--- src/sv/mpts_pkg.sv ---
// shared types, codes and defaults for the multi-policy task scheduler
package mpts_pkg;

    localparam int MAX_TASKS = 16;
    localparam int TIME_BITS = 16;
    localparam int MAX_LEVEL = 7;

    // operation codes
    localparam logic [1:0] OP_LOAD  = 2'd0;
    localparam logic [1:0] OP_START = 2'd1;
    localparam logic [1:0] OP_TICK  = 2'd2;
    localparam logic [1:0] OP_NOP   = 2'd3;

    // policy codes
    localparam logic [2:0] POL_RR   = 3'd0;
    localparam logic [2:0] POL_FCFS = 3'd1;
    localparam logic [2:0] POL_SPN  = 3'd2;
    localparam logic [2:0] POL_HRRN = 3'd3;
    localparam logic [2:0] POL_SRT  = 3'd4;
    localparam logic [2:0] POL_FB   = 3'd5;

    // configuration register indexes
    localparam logic [1:0] CFG_POLICY     = 2'd0;
    localparam logic [1:0] CFG_QUANTUM    = 2'd1;
    localparam logic [1:0] CFG_TIME_LIMIT = 2'd2;
    localparam logic [1:0] CFG_TASK_COUNT = 2'd3;

    // configuration reset values
    localparam logic [2:0]  POLICY_RST     = POL_RR;
    localparam logic [15:0] QUANTUM_RST    = 16'd4;
    localparam logic [15:0] TIME_LIMIT_RST = 16'hFFFF;
    localparam logic [4:0]  TASK_COUNT_RST = 5'd16;

    typedef struct packed {
        logic [1:0]  operation;
        logic [3:0]  task_slot;
        logic [15:0] arrival_time;
        logic [15:0] service_time;
    } in_item_t;

    typedef struct packed {
        logic [3:0]  running_slot;
        logic        running_valid;
        logic        dispatched;
        logic        first_start;
        logic [3:0]  ended_slot;
        logic        ended_finished;
        logic        ended_preempted;
        logic [15:0] now_time;
    } out_item_t;

    typedef enum logic [3:0] {
        ST_IDLE,
        ST_TICK_RD,
        ST_TICK_EV,
        ST_DISP,
        ST_REDUCE,
        ST_SCAN_RD,
        ST_SCAN_EV,
        ST_COMMIT,
        ST_DONE
    } state_t;

endpackage

--- src/sv/multi_policy_task_scheduler_core.sv ---
// multi-policy task scheduler top level: task table memory, tick engine and dispatch scan
//
// Task scheduler over a table of MAX_TASKS slots holding arrival, service, executed time,
// feedback level and done/started flags in one synchronous single-port-read table memory.
// Policies: round robin, first come, shortest next, highest response ratio, shortest
// remaining and multi-level feedback. One result transfer follows every input transfer.
// A load or no-op goes straight to its result; a tick with a running task first does the
// read-modify-write of that task's entry. After a start or a tick, whenever the processor is
// free and time is below the limit, a dispatch scan follows: it walks slots 0..task_count-1
// through the table's read port one slot at a time (read, then compare with the registered
// best) and then commits any winner; the cyclic policies first fold the cursor into range by
// repeated subtraction of the task count. A start clears all per-slot progress at once
// through per-slot fresh bits; no clearing pass is needed. Configuration writes are taken in
// any cycle but must only be issued while the block is idle.
module multi_policy_task_scheduler_core #(
    parameter int MAX_TASKS = mpts_pkg::MAX_TASKS,
    parameter int MAX_LEVEL = mpts_pkg::MAX_LEVEL
) (
    input  logic                aclk,
    input  logic                aresetn,
    // item input
    input  logic                s_valid,
    output logic                s_ready,
    input  mpts_pkg::in_item_t  s_data,
    // result output
    output logic                m_valid,
    input  logic                m_ready,
    output mpts_pkg::out_item_t m_data,
    // configuration writes
    input  logic                cfg_valid,
    output logic                cfg_ready,
    input  logic [1:0]          cfg_addr,
    input  logic [15:0]         cfg_data
);

    localparam int TW     = mpts_pkg::TIME_BITS;
    localparam int SLOT_W = $clog2(MAX_TASKS);
    localparam int CNT_W  = $clog2(MAX_TASKS + 1);
    localparam int LVL_W  = $clog2(MAX_LEVEL + 1);
    localparam int SL_W   = TW + MAX_LEVEL;
    // table entry layout: arrival | service | executed | level | done | started
    localparam int O_LVL  = 2;
    localparam int O_EXE  = O_LVL + LVL_W;
    localparam int O_SRV  = O_EXE + TW;
    localparam int O_ARR  = O_SRV + TW;
    localparam int E_W    = O_ARR + TW;
    localparam logic [TW-1:0]    TIME_MAX  = {TW{1'b1}};
    localparam logic [SL_W-1:0]  SLICE_MAX = {SL_W{1'b1}};
    localparam logic [LVL_W-1:0] LVL_MAX   = LVL_W'(MAX_LEVEL);

    // fsm
    mpts_pkg::state_t state_reg, state_next;

    // configuration
    logic [2:0]  policy_reg, policy_next;
    logic [15:0] quantum_reg, quantum_next;
    logic [15:0] limit_reg, limit_next;
    logic [4:0]  count_reg, count_next;

    // scheduler state
    logic [TW-1:0]        time_reg, time_next;
    logic [SLOT_W-1:0]    run_slot_reg, run_slot_next;
    logic                 run_act_reg, run_act_next;
    logic [SL_W-1:0]      slice_reg, slice_next;
    logic [SLOT_W-1:0]    cursor_reg, cursor_next;
    logic [MAX_TASKS-1:0] fresh_reg, fresh_next;   // entry progress fields valid

    // per-item report
    logic              disp_reg, disp_next;
    logic              first_reg, first_next;
    logic [SLOT_W-1:0] ended_reg, ended_next;
    logic              fin_reg, fin_next;
    logic              pre_reg, pre_next;

    // scan pipeline
    logic [SLOT_W-1:0] scan_slot_reg, scan_slot_next;
    logic [CNT_W-1:0]  scan_cnt_reg, scan_cnt_next;
    logic [SLOT_W-1:0] rd_slot_reg, rd_slot_next;
    logic              pend_reg, pend_next;
    logic              found_reg, found_next;
    logic              cand_ready_reg, cand_ready_next;
    logic [E_W-1:0]    cand_entry_reg, cand_entry_next;
    logic [SLOT_W-1:0] cand_slot_reg, cand_slot_next;
    logic [TW-1:0]     cand_wait_reg, cand_wait_next;
    logic [TW-1:0]     cand_rem_reg, cand_rem_next;
    logic              cand_better_reg, cand_better_next;
    logic [2*TW-1:0]   prod_c_reg, prod_c_next;
    logic [2*TW-1:0]   prod_b_reg, prod_b_next;
    logic [SLOT_W-1:0] best_slot_reg, best_slot_next;
    logic [E_W-1:0]    best_entry_reg, best_entry_next;
    logic [TW-1:0]     best_wait_reg, best_wait_next;
    logic [TW-1:0]     best_rem_reg, best_rem_next;

    // output register
    logic                m_valid_reg, m_valid_next;
    mpts_pkg::out_item_t m_data_reg, m_data_next;

    // table memory
    logic [E_W-1:0]    mem [MAX_TASKS];
    logic              mem_we;
    logic [SLOT_W-1:0] mem_waddr;
    logic [E_W-1:0]    mem_wdata;
    logic [SLOT_W-1:0] mem_raddr;
    logic [E_W-1:0]    mem_rdata_reg;
    logic              rd_fresh_reg;

    // decoded helpers
    logic [CNT_W-1:0]  tc;
    logic              cyclic;
    logic              preemptive;
    logic [E_W-1:0]    rd_entry;
    logic [TW-1:0]     rd_arr, rd_srv, rd_exe;
    logic [LVL_W-1:0]  rd_lvl;
    logic              rd_done;
    logic [TW-1:0]     exe_inc;
    logic [SL_W-1:0]   slice_inc;
    logic [SL_W-1:0]   slice_lim;
    logic [15:0]       q_eff;
    logic [TW-1:0]     rd_wait, rd_rem;
    logic              take;
    logic [SLOT_W-1:0] ld_slot;
    logic              ld_ok;
    mpts_pkg::out_item_t out_item;

    assign s_ready   = (state_reg == mpts_pkg::ST_IDLE);
    assign cfg_ready = 1'b1;
    assign m_valid   = m_valid_reg;
    assign m_data    = m_data_reg;

    // memory: one write port, one registered read port
    always_ff @(posedge aclk) begin
        if (mem_we) begin
            mem[mem_waddr] <= mem_wdata;
        end
        mem_rdata_reg <= mem[mem_raddr];
        rd_fresh_reg  <= fresh_reg[mem_raddr];
    end

    // a stale entry reads with its progress fields at zero
    assign rd_entry = rd_fresh_reg ? mem_rdata_reg
                                   : {mem_rdata_reg[E_W-1:O_SRV], {O_SRV{1'b0}}};
    assign rd_arr  = rd_entry[O_ARR +: TW];
    assign rd_srv  = rd_entry[O_SRV +: TW];
    assign rd_exe  = rd_entry[O_EXE +: TW];
    assign rd_lvl  = rd_entry[O_LVL +: LVL_W];
    assign rd_done = rd_entry[1];
    assign rd_wait = time_reg - rd_arr;
    assign rd_rem  = (rd_exe >= rd_srv) ? '0 : (rd_srv - rd_exe);

    // effective task count, clamped to 1..MAX_TASKS
    always_comb begin
        if (count_reg == 5'd0) begin
            tc = CNT_W'(1);
        end else if (32'(count_reg) > 32'(MAX_TASKS)) begin
            tc = CNT_W'(MAX_TASKS);
        end else begin
            tc = CNT_W'(count_reg);
        end
    end

    // unknown policy codes fall back to round robin
    assign cyclic     = (policy_reg == mpts_pkg::POL_RR) || (policy_reg == mpts_pkg::POL_FCFS)
                        || (policy_reg > mpts_pkg::POL_FB);
    assign preemptive = !((policy_reg == mpts_pkg::POL_FCFS)
                        || (policy_reg == mpts_pkg::POL_SPN)
                        || (policy_reg == mpts_pkg::POL_HRRN));

    assign q_eff     = (quantum_reg == 16'd0) ? 16'd1 : quantum_reg;
    assign slice_lim = (policy_reg == mpts_pkg::POL_FB) ? (SL_W'(q_eff) << rd_lvl)
                                                         : SL_W'(q_eff);
    assign exe_inc   = (rd_exe < TIME_MAX) ? rd_exe + 1'b1 : rd_exe;
    assign slice_inc = (slice_reg < SLICE_MAX) ? slice_reg + 1'b1 : slice_reg;

    assign ld_slot = SLOT_W'(s_data.task_slot);
    assign ld_ok   = (32'(s_data.task_slot) < 32'(MAX_TASKS));

    // winner test for the registered candidate; exact cross products for response ratio
    always_comb begin
        if (!cand_ready_reg) begin
            take = 1'b0;
        end else if (!found_reg) begin
            take = 1'b1;
        end else if (policy_reg == mpts_pkg::POL_HRRN) begin
            take = (prod_c_reg > prod_b_reg);
        end else begin
            take = cand_better_reg;
        end
    end

    always_comb begin
        out_item.running_slot    = run_act_reg ? 4'(run_slot_reg) : 4'd0;
        out_item.running_valid   = run_act_reg;
        out_item.dispatched      = disp_reg;
        out_item.first_start     = first_reg;
        out_item.ended_slot      = 4'(ended_reg);
        out_item.ended_finished  = fin_reg;
        out_item.ended_preempted = pre_reg;
        out_item.now_time        = 16'(time_reg);
    end

    always_comb begin
        state_next       = state_reg;
        policy_next      = policy_reg;
        quantum_next     = quantum_reg;
        limit_next       = limit_reg;
        count_next       = count_reg;
        time_next        = time_reg;
        run_slot_next    = run_slot_reg;
        run_act_next     = run_act_reg;
        slice_next       = slice_reg;
        cursor_next      = cursor_reg;
        fresh_next       = fresh_reg;
        disp_next        = disp_reg;
        first_next       = first_reg;
        ended_next       = ended_reg;
        fin_next         = fin_reg;
        pre_next         = pre_reg;
        scan_slot_next   = scan_slot_reg;
        scan_cnt_next    = scan_cnt_reg;
        rd_slot_next     = rd_slot_reg;
        pend_next        = pend_reg;
        found_next       = found_reg;
        cand_ready_next  = cand_ready_reg;
        cand_entry_next  = cand_entry_reg;
        cand_slot_next   = cand_slot_reg;
        cand_wait_next   = cand_wait_reg;
        cand_rem_next    = cand_rem_reg;
        cand_better_next = cand_better_reg;
        prod_c_next      = prod_c_reg;
        prod_b_next      = prod_b_reg;
        best_slot_next   = best_slot_reg;
        best_entry_next  = best_entry_reg;
        best_wait_next   = best_wait_reg;
        best_rem_next    = best_rem_reg;
        m_valid_next     = m_valid_reg;
        m_data_next      = m_data_reg;
        mem_we           = 1'b0;
        mem_waddr        = run_slot_reg;
        mem_wdata        = rd_entry;
        mem_raddr        = scan_slot_reg;

        // config transfer
        if (cfg_valid) begin
            case (cfg_addr)
                mpts_pkg::CFG_POLICY:     policy_next  = cfg_data[2:0];
                mpts_pkg::CFG_QUANTUM:    quantum_next = cfg_data;
                mpts_pkg::CFG_TIME_LIMIT: limit_next   = cfg_data;
                mpts_pkg::CFG_TASK_COUNT: count_next   = cfg_data[4:0];
                default:                  count_next   = count_reg;
            endcase
        end

        if (m_valid_reg && m_ready) begin
            m_valid_next = 1'b0;
        end

        case (state_reg)
            mpts_pkg::ST_IDLE: begin
                if (s_valid) begin
                    disp_next  = 1'b0;
                    first_next = 1'b0;
                    ended_next = '0;
                    fin_next   = 1'b0;
                    pre_next   = 1'b0;
                    case (s_data.operation)
                        mpts_pkg::OP_LOAD: begin
                            // fresh slot; a running slot is dropped silently
                            if (ld_ok) begin
                                mem_we    = 1'b1;
                                mem_waddr = ld_slot;
                                mem_wdata = {TW'(s_data.arrival_time), TW'(s_data.service_time),
                                             {O_SRV{1'b0}}};
                                fresh_next[ld_slot] = 1'b1;
                                if (run_act_reg && (run_slot_reg == ld_slot)) begin
                                    run_act_next = 1'b0;
                                end
                            end
                            state_next = mpts_pkg::ST_DONE;
                        end
                        mpts_pkg::OP_START: begin
                            fresh_next    = '0;
                            time_next     = '0;
                            run_slot_next = '0;
                            run_act_next  = 1'b0;
                            slice_next    = '0;
                            cursor_next   = '0;
                            state_next    = mpts_pkg::ST_DISP;
                        end
                        mpts_pkg::OP_TICK: begin
                            if (run_act_reg) begin
                                state_next = mpts_pkg::ST_TICK_RD;
                            end else begin
                                time_next  = (time_reg < TIME_MAX) ? time_reg + 1'b1 : time_reg;
                                state_next = mpts_pkg::ST_DISP;
                            end
                        end
                        default: begin
                            state_next = mpts_pkg::ST_DONE;
                        end
                    endcase
                end
            end
            mpts_pkg::ST_TICK_RD: begin
                mem_raddr  = run_slot_reg;
                state_next = mpts_pkg::ST_TICK_EV;
            end
            mpts_pkg::ST_TICK_EV: begin
                // running entry: count, then finish before slice end
                mem_we    = 1'b1;
                mem_waddr = run_slot_reg;
                mem_wdata = rd_entry;
                mem_wdata[O_EXE +: TW] = exe_inc;
                fresh_next[run_slot_reg] = 1'b1;
                slice_next = slice_inc;
                time_next  = (time_reg < TIME_MAX) ? time_reg + 1'b1 : time_reg;
                if (exe_inc >= rd_srv) begin
                    mem_wdata[1] = 1'b1;
                    fin_next     = 1'b1;
                    ended_next   = run_slot_reg;
                    run_act_next = 1'b0;
                end else if (preemptive && (slice_inc >= slice_lim)) begin
                    pre_next     = 1'b1;
                    ended_next   = run_slot_reg;
                    run_act_next = 1'b0;
                    if ((policy_reg == mpts_pkg::POL_FB) && (rd_lvl < LVL_MAX)) begin
                        mem_wdata[O_LVL +: LVL_W] = rd_lvl + 1'b1;
                    end
                end
                state_next = mpts_pkg::ST_DISP;
            end
            mpts_pkg::ST_DISP: begin
                if (!run_act_reg && (time_reg < TW'(limit_reg))) begin
                    found_next     = 1'b0;
                    pend_next      = 1'b0;
                    scan_cnt_next  = '0;
                    scan_slot_next = cyclic ? cursor_reg : '0;
                    state_next     = cyclic ? mpts_pkg::ST_REDUCE : mpts_pkg::ST_SCAN_RD;
                end else begin
                    state_next = mpts_pkg::ST_DONE;
                end
            end
            mpts_pkg::ST_REDUCE: begin
                // cursor modulo task count, one subtract per cycle
                if (32'(scan_slot_reg) >= 32'(tc)) begin
                    scan_slot_next = SLOT_W'(32'(scan_slot_reg) - 32'(tc));
                end else begin
                    state_next = mpts_pkg::ST_SCAN_RD;
                end
            end
            mpts_pkg::ST_SCAN_RD: begin
                if (pend_reg && take) begin
                    found_next      = 1'b1;
                    best_slot_next  = cand_slot_reg;
                    best_entry_next = cand_entry_reg;
                    best_wait_next  = cand_wait_reg;
                    best_rem_next   = cand_rem_reg;
                end
                pend_next = 1'b0;
                if (scan_cnt_reg == tc) begin
                    state_next = mpts_pkg::ST_COMMIT;
                end else begin
                    mem_raddr     = scan_slot_reg;
                    rd_slot_next  = scan_slot_reg;
                    scan_cnt_next = scan_cnt_reg + 1'b1;
                    if (32'(scan_slot_reg) + 32'd1 == 32'(tc)) begin
                        scan_slot_next = '0;
                    end else begin
                        scan_slot_next = scan_slot_reg + 1'b1;
                    end
                    state_next = mpts_pkg::ST_SCAN_EV;
                end
            end
            mpts_pkg::ST_SCAN_EV: begin
                cand_ready_next = !rd_done && (rd_arr <= time_reg);
                cand_entry_next = rd_entry;
                cand_slot_next  = rd_slot_reg;
                cand_wait_next  = rd_wait;
                cand_rem_next   = rd_rem;
                case (policy_reg)
                    mpts_pkg::POL_SPN: cand_better_next = rd_srv < best_entry_reg[O_SRV +: TW];
                    mpts_pkg::POL_SRT: cand_better_next = rd_rem < best_rem_reg;
                    mpts_pkg::POL_FB:  cand_better_next =
                                           rd_lvl < best_entry_reg[O_LVL +: LVL_W];
                    default:           cand_better_next = 1'b0;
                endcase
                prod_c_next = rd_wait * best_entry_reg[O_SRV +: TW];
                prod_b_next = best_wait_reg * rd_srv;
                pend_next   = 1'b1;
                state_next  = mpts_pkg::ST_SCAN_RD;
            end
            mpts_pkg::ST_COMMIT: begin
                if (found_reg) begin
                    run_slot_next = best_slot_reg;
                    run_act_next  = 1'b1;
                    slice_next    = '0;
                    disp_next     = 1'b1;
                    first_next    = !best_entry_reg[0];
                    mem_we        = 1'b1;
                    mem_waddr     = best_slot_reg;
                    mem_wdata     = best_entry_reg | E_W'(1);
                    fresh_next[best_slot_reg] = 1'b1;
                    if (32'(best_slot_reg) + 32'd1 == 32'(tc)) begin
                        cursor_next = '0;
                    end else begin
                        cursor_next = best_slot_reg + 1'b1;
                    end
                end
                state_next = mpts_pkg::ST_DONE;
            end
            mpts_pkg::ST_DONE: begin
                if (!m_valid_reg || m_ready) begin
                    m_valid_next = 1'b1;
                    m_data_next  = out_item;
                    state_next   = mpts_pkg::ST_IDLE;
                end
            end
            default: begin
                state_next = mpts_pkg::ST_IDLE;
            end
        endcase
    end

    // control state
    always_ff @(posedge aclk) begin
        if (!aresetn) begin
            state_reg     <= mpts_pkg::ST_IDLE;
            policy_reg    <= mpts_pkg::POLICY_RST;
            quantum_reg   <= mpts_pkg::QUANTUM_RST;
            limit_reg     <= mpts_pkg::TIME_LIMIT_RST;
            count_reg     <= mpts_pkg::TASK_COUNT_RST;
            time_reg      <= '0;
            run_slot_reg  <= '0;
            run_act_reg   <= 1'b0;
            slice_reg     <= '0;
            cursor_reg    <= '0;
            fresh_reg     <= '0;
            disp_reg      <= 1'b0;
            first_reg     <= 1'b0;
            ended_reg     <= '0;
            fin_reg       <= 1'b0;
            pre_reg       <= 1'b0;
            scan_slot_reg <= '0;
            scan_cnt_reg  <= '0;
            pend_reg      <= 1'b0;
            found_reg     <= 1'b0;
            m_valid_reg   <= 1'b0;
        end else begin
            state_reg     <= state_next;
            policy_reg    <= policy_next;
            quantum_reg   <= quantum_next;
            limit_reg     <= limit_next;
            count_reg     <= count_next;
            time_reg      <= time_next;
            run_slot_reg  <= run_slot_next;
            run_act_reg   <= run_act_next;
            slice_reg     <= slice_next;
            cursor_reg    <= cursor_next;
            fresh_reg     <= fresh_next;
            disp_reg      <= disp_next;
            first_reg     <= first_next;
            ended_reg     <= ended_next;
            fin_reg       <= fin_next;
            pre_reg       <= pre_next;
            scan_slot_reg <= scan_slot_next;
            scan_cnt_reg  <= scan_cnt_next;
            pend_reg      <= pend_next;
            found_reg     <= found_next;
            m_valid_reg   <= m_valid_next;
        end
    end

    // scan datapath and result payload
    always_ff @(posedge aclk) begin
        rd_slot_reg     <= rd_slot_next;
        cand_ready_reg  <= cand_ready_next;
        cand_entry_reg  <= cand_entry_next;
        cand_slot_reg   <= cand_slot_next;
        cand_wait_reg   <= cand_wait_next;
        cand_rem_reg    <= cand_rem_next;
        cand_better_reg <= cand_better_next;
        prod_c_reg      <= prod_c_next;
        prod_b_reg      <= prod_b_next;
        best_slot_reg   <= best_slot_next;
        best_entry_reg  <= best_entry_next;
        best_wait_reg   <= best_wait_next;
        best_rem_reg    <= best_rem_next;
        m_data_reg      <= m_data_next;
    end

`ifndef SYNTH
    // a committed winner always holds the processor afterwards
    assert property (@(posedge aclk) disable iff (!aresetn)
        (state_reg == mpts_pkg::ST_COMMIT && found_reg) |=> run_act_reg)
        else $error("winner not dispatched");

    // a reported dispatch always leaves a running task
    assert property (@(posedge aclk) disable iff (!aresetn)
        m_valid_reg |-> (!m_data_reg.dispatched || m_data_reg.running_valid))
        else $error("dispatch without running task");

    // a task cannot both finish and be preempted on one tick
    assert property (@(posedge aclk) disable iff (!aresetn)
        m_valid_reg |-> !(m_data_reg.ended_finished && m_data_reg.ended_preempted))
        else $error("finish and preempt together");

    // the scan never visits more slots than are in use
    assert property (@(posedge aclk) disable iff (!aresetn)
        (state_reg == mpts_pkg::ST_SCAN_EV) |-> (scan_cnt_reg <= tc))
        else $error("scan ran past task count");
`endif

endmodule
--- config.mk ---
export PLATFORM = sky130hd
export DESIGN_NAME = multi_policy_task_scheduler_core
export DESIGN_NICKNAME = d
export VERILOG_FILES = /design/src/sv/mpts_pkg.sv /design/src/sv/multi_policy_task_scheduler_core.sv
export SDC_FILE = /design/constraint.sdc
export NUM_CORES = 2
export LEC_CHECK = 0
export CORE_ASPECT_RATIO = 0.5
export CORE_MARGIN = 8
export CORE_UTILIZATION = 43
export DETAILED_ROUTE_END_ITERATION = 10
export DONT_BUFFER_PORTS = 1
export HOLD_SLACK_MARGIN = 0.02
export PLACE_DENSITY = 0.6
export REMOVE_ABC_BUFFERS = 1
export SYNTH_ARGS = -nofsm -noshare
export SYNTH_HDL_FRONTEND = slang
export SYNTH_SLANG_ARGS = --single-unit
--- constraint.sdc ---
create_clock -name aclk -period 17.2 [get_ports aclk]
set_clock_uncertainty 0.15 [all_clocks]
set_input_delay 0 -clock aclk [delete_from_list [all_inputs] [get_ports aclk]]
set_output_delay 0 -clock aclk [all_outputs]
set_load 0.1 [all_outputs]
==> summary.md <==
| Metric | Value |
|---|---|
| Largest net degree at the start of global routing | 152 |
| Filler instances | 14190 |
| M3 GR Usage | 3.74% |
| Crit-path most repeated cell | fa_1 |
| Synth-to-layout area growth | 11.1% |
| Post-CTS setup buffer count | 0 |
| Syn Inst Count | 5515 |
| Final nets | 6429 |
| Post-route core utilization | 47.9% |
| R2r endpoint | prod_c_reg[30] |
| RSZ-0062 raised after global routing | no |
| Synthesized cell area | about 72000 um2 |
| Ports | 93 |
| R2R setup slack | 7.69 ns |
| Vias post-DR | 45488 |
| Die Wd | approximately 600 um |
| Fmax achieved | 105 MHz |
| Worst-Skew Late Latency | 0.76 ns |
| Kind of critical path | reg -> reg |
| DRC errors left | 0 |
| Dominant cell type by area after synthesis | edfxtp_1 |
| Count leader, synth | edfxtp_1 |
| Post-cts sizing count | 0 |
| Worst Tran Pin Value | between 1 and 1.5 ns |
| CP Max Fanout | 17 |
| Tmin final | 9.51 ns |
| Cts bufs inserted | about 120 |
| Worst setup startpoint | time_reg[0] |
| First-pass GRT wire length | 298 mm |
| Top_reg_cell synth | edfxtp_1 |
| Grt met2 use | 34.7% |
| Ys async rst share | 0% |
| Core region area | between 150000 and 200000 um2 |
| Die height | between 300 and 400 um |
| Hold_buf cts | 124 |
| Die ar. | 181000 um2 |
| Initial antenna violation count | 12 |
| Largest Register | mem |
| GRT Overall Usage | 21.5% |
| Crit path to | prod_c_reg[30] |
| CP Data Required Time | around 18 ns |
| Share of cells above drive strength 1 | 9.71% |
| Top cell type's share of synthesized area | 47.1% |
| CP Launch Type | register |
| Rel. slew slack | between 10% and 20% |
| Port-buffer cells | 0 |
| Total Wirelength | between 150 and 200 mm |
| Reg2Reg Depth | 33 |
| Final period utilization | between 50% and 60% |
| Post-DP HPWL | 127 mm |
| Clock slew at reported path FFs | about 0.09 ns |
| Max reg flops | 848 |
| PD cells | 175 nW/um2 |
| Hold Violations, Final | 0 |
| Worst Path Arrival | roughly 9.8 ns |
| Root Buffer | clkbuf_16 |
| Fin area | about 80000 um2 |
| Initial Utilization | 43.1% |
| Maximum vdd drop | 0.310 mV |
| # rows | 106 |
| Max incr delay on CP | 0.57 ns |
| DRT antenna net count | 0 |
| Status | completed |
| Vias per cell | 5.74 |
| Post-synth cell types | 81 |
| Sequential fraction of the synthesis area | a little over half |
| Initial DRC count | ~4400 |
| Gr busiest metal | met2 |
| CTS tree | yes |
| Sink Count | approximately 1300 |
| 1st-pass router iterations | 8 |
| Met1 Track Usage GR | 30.0% |
| Reg-to-reg startpoint | time_reg[0] |
| Dpl cell area | ~74000 um2 |
| Routed len/inst | 25.0 um |
| #FFs+latches synth | 1307 |
| Yosys warning count | 0 |
| CP endpoint kind | register |
| EDFF count, synth | 1125 |
| Slowest-stage cell, CP | a2111oi_2 |
| Final Max Tran Viols | 0 |
| Placer Congestion | 0.892 |
| Area contributors post-synth | edfxtp_1 47%, fa_1 11%, mux4_2 6.8% |
| Avg Inst Size Synth | ~13 um2 |
| Cell leakage power | 31.1 nW |
| Total number of H-tree levels | 3 |
| GRT Residual Overflow | 0 |
| Max Cap Violations | 0 |
| CTS max path bufs | 3 |
| Hold Path Class | in -> reg |
| Post-synth top cells | 1125 x edfxtp_1, 640 x inv_1, 607 x nand2_1, 391 x fa_1, 375 x ha_1 |
| Vias in the first global route | 47026 |
| Final Setup Violations | 0 |
[report_power, final]
part,total [mW],internal [mW],switching [mW]
sequential,4.00,3.91,0.0833
clock,2.76,1.52,1.24
combinational,7.17,2.89,4.28
total,13.9,8.33,5.60
[worst max-delay path: cells and delay by family (launching register included)]
kind                       cells  cell delay, ns
AOI/OAI and AO/OA             14            3.72
xor gates and xnor gates       2            0.20
adders and majority gates      9            3.94
buffers and inverters          6            0.54
DFF                            1            0.41
and+or+nand+nor                2            0.21
[worst min path at each step]
stage | startpoint | end | slack (ns) | cells past startpoint
6_report | cfg_addr[0] | limit_reg[4] | 0.09 | 3
5_1_grt | cfg_data[2] | policy_reg[2] | 0.09 | 3
4_1_cts | cfg_addr[0] | limit_reg[2] | 0.02 | 3
3_5_place_dp | aresetn | count_reg[4] | -0.07 | 1
3_3_place_gp | aresetn | quantum_reg[2] | -0.07 | 1
2_1_floorplan | aresetn | count_reg[4] | -0.09 | 1
[through the flow]
stage / TNS [ns] / setup slack [ns] / hold slack (ns) / std cells / power (mW)
finish: 0 / 7.69 / 0.0928 / 7923 / 13.9
floorplan: -244.45 / -4.53 / -0.0881 / 5269 / 9.22
detailed placement: 0 / 8.01 / -0.0655 / 7573 / 11.1
global placement: 0 / 8.18 / -0.0651 / 7573 / 10.9
global route: 0 / 7.18 / 0.0887 / 7921 / 15.0
CTS: 0 / 7.89 / 0.0211 / 7919 / 13.9
[layout by cell type, fill, tap and decap left out, types with 23 or more instances in the layout]
master / instances
a211oi_1: 76
mux2i_1: 32
buf_4: 86
edfxtp_1: 1125
mux4_2: 218
and2_1: 270
nand3_1: 62
fa_1: 391
nand2_1: 606
a31oi_1: 81
xor2_1: 52
o211ai_1: 33
clkinv_2: 29
nor2_1: 176
dlygate4sd3_1: 123
nor3_1: 37
a21o_1: 62
nand4_1: 50
xnor2_1: 92
ha_1: 375
a22oi_1: 24
nor2b_1: 62
o21ai_0: 109
o21a_1: 23
clkbuf_16: 117
dfxtp_1: 181
a21boi_0: 27
a222oi_1: 36
inv_1: 640
a21oi_1: 164
nand2b_1: 30
[metal layers]
metal  up-vias  wire length (um)
met2      1968             91200
met5         -                13
met1     23360             85700
met4         2              5530
met3       373             15700
li1      19785                 -
[area by class of cell]
cell class,instances,area (um2),share of cell area (%)
antenna,4,10.0,0.0126
clock buffer,153,3200,4.02
clock inverter,69,845,1.06
inverter,641,2410,3.02
multi-input combinational,3321,31100,39.0
sequential,1307,37400,46.9
tap,2214,2770,3.47
timing repair buffer,214,1990,2.50
[logic make-up after synthesis]
| kind of cell | after synthesis | share of synthesized area, % |
|---|---|---|
| AOI/OAI and AO/OA | 740 | 6.93 |
| xor gates and xnor gates | 144 | 1.76 |
| adders and majority gates | 766 | 17.4 |
| buffers and inverters | 887 | 4.84 |
| DFF | 1307 | 52.1 |
| muxes | 254 | 7.34 |
| other | 1 | 0.00522 |
| and+or+nand+nor | 1416 | 9.55 |
Note: power is estimated with default switching activity, not from simulation.
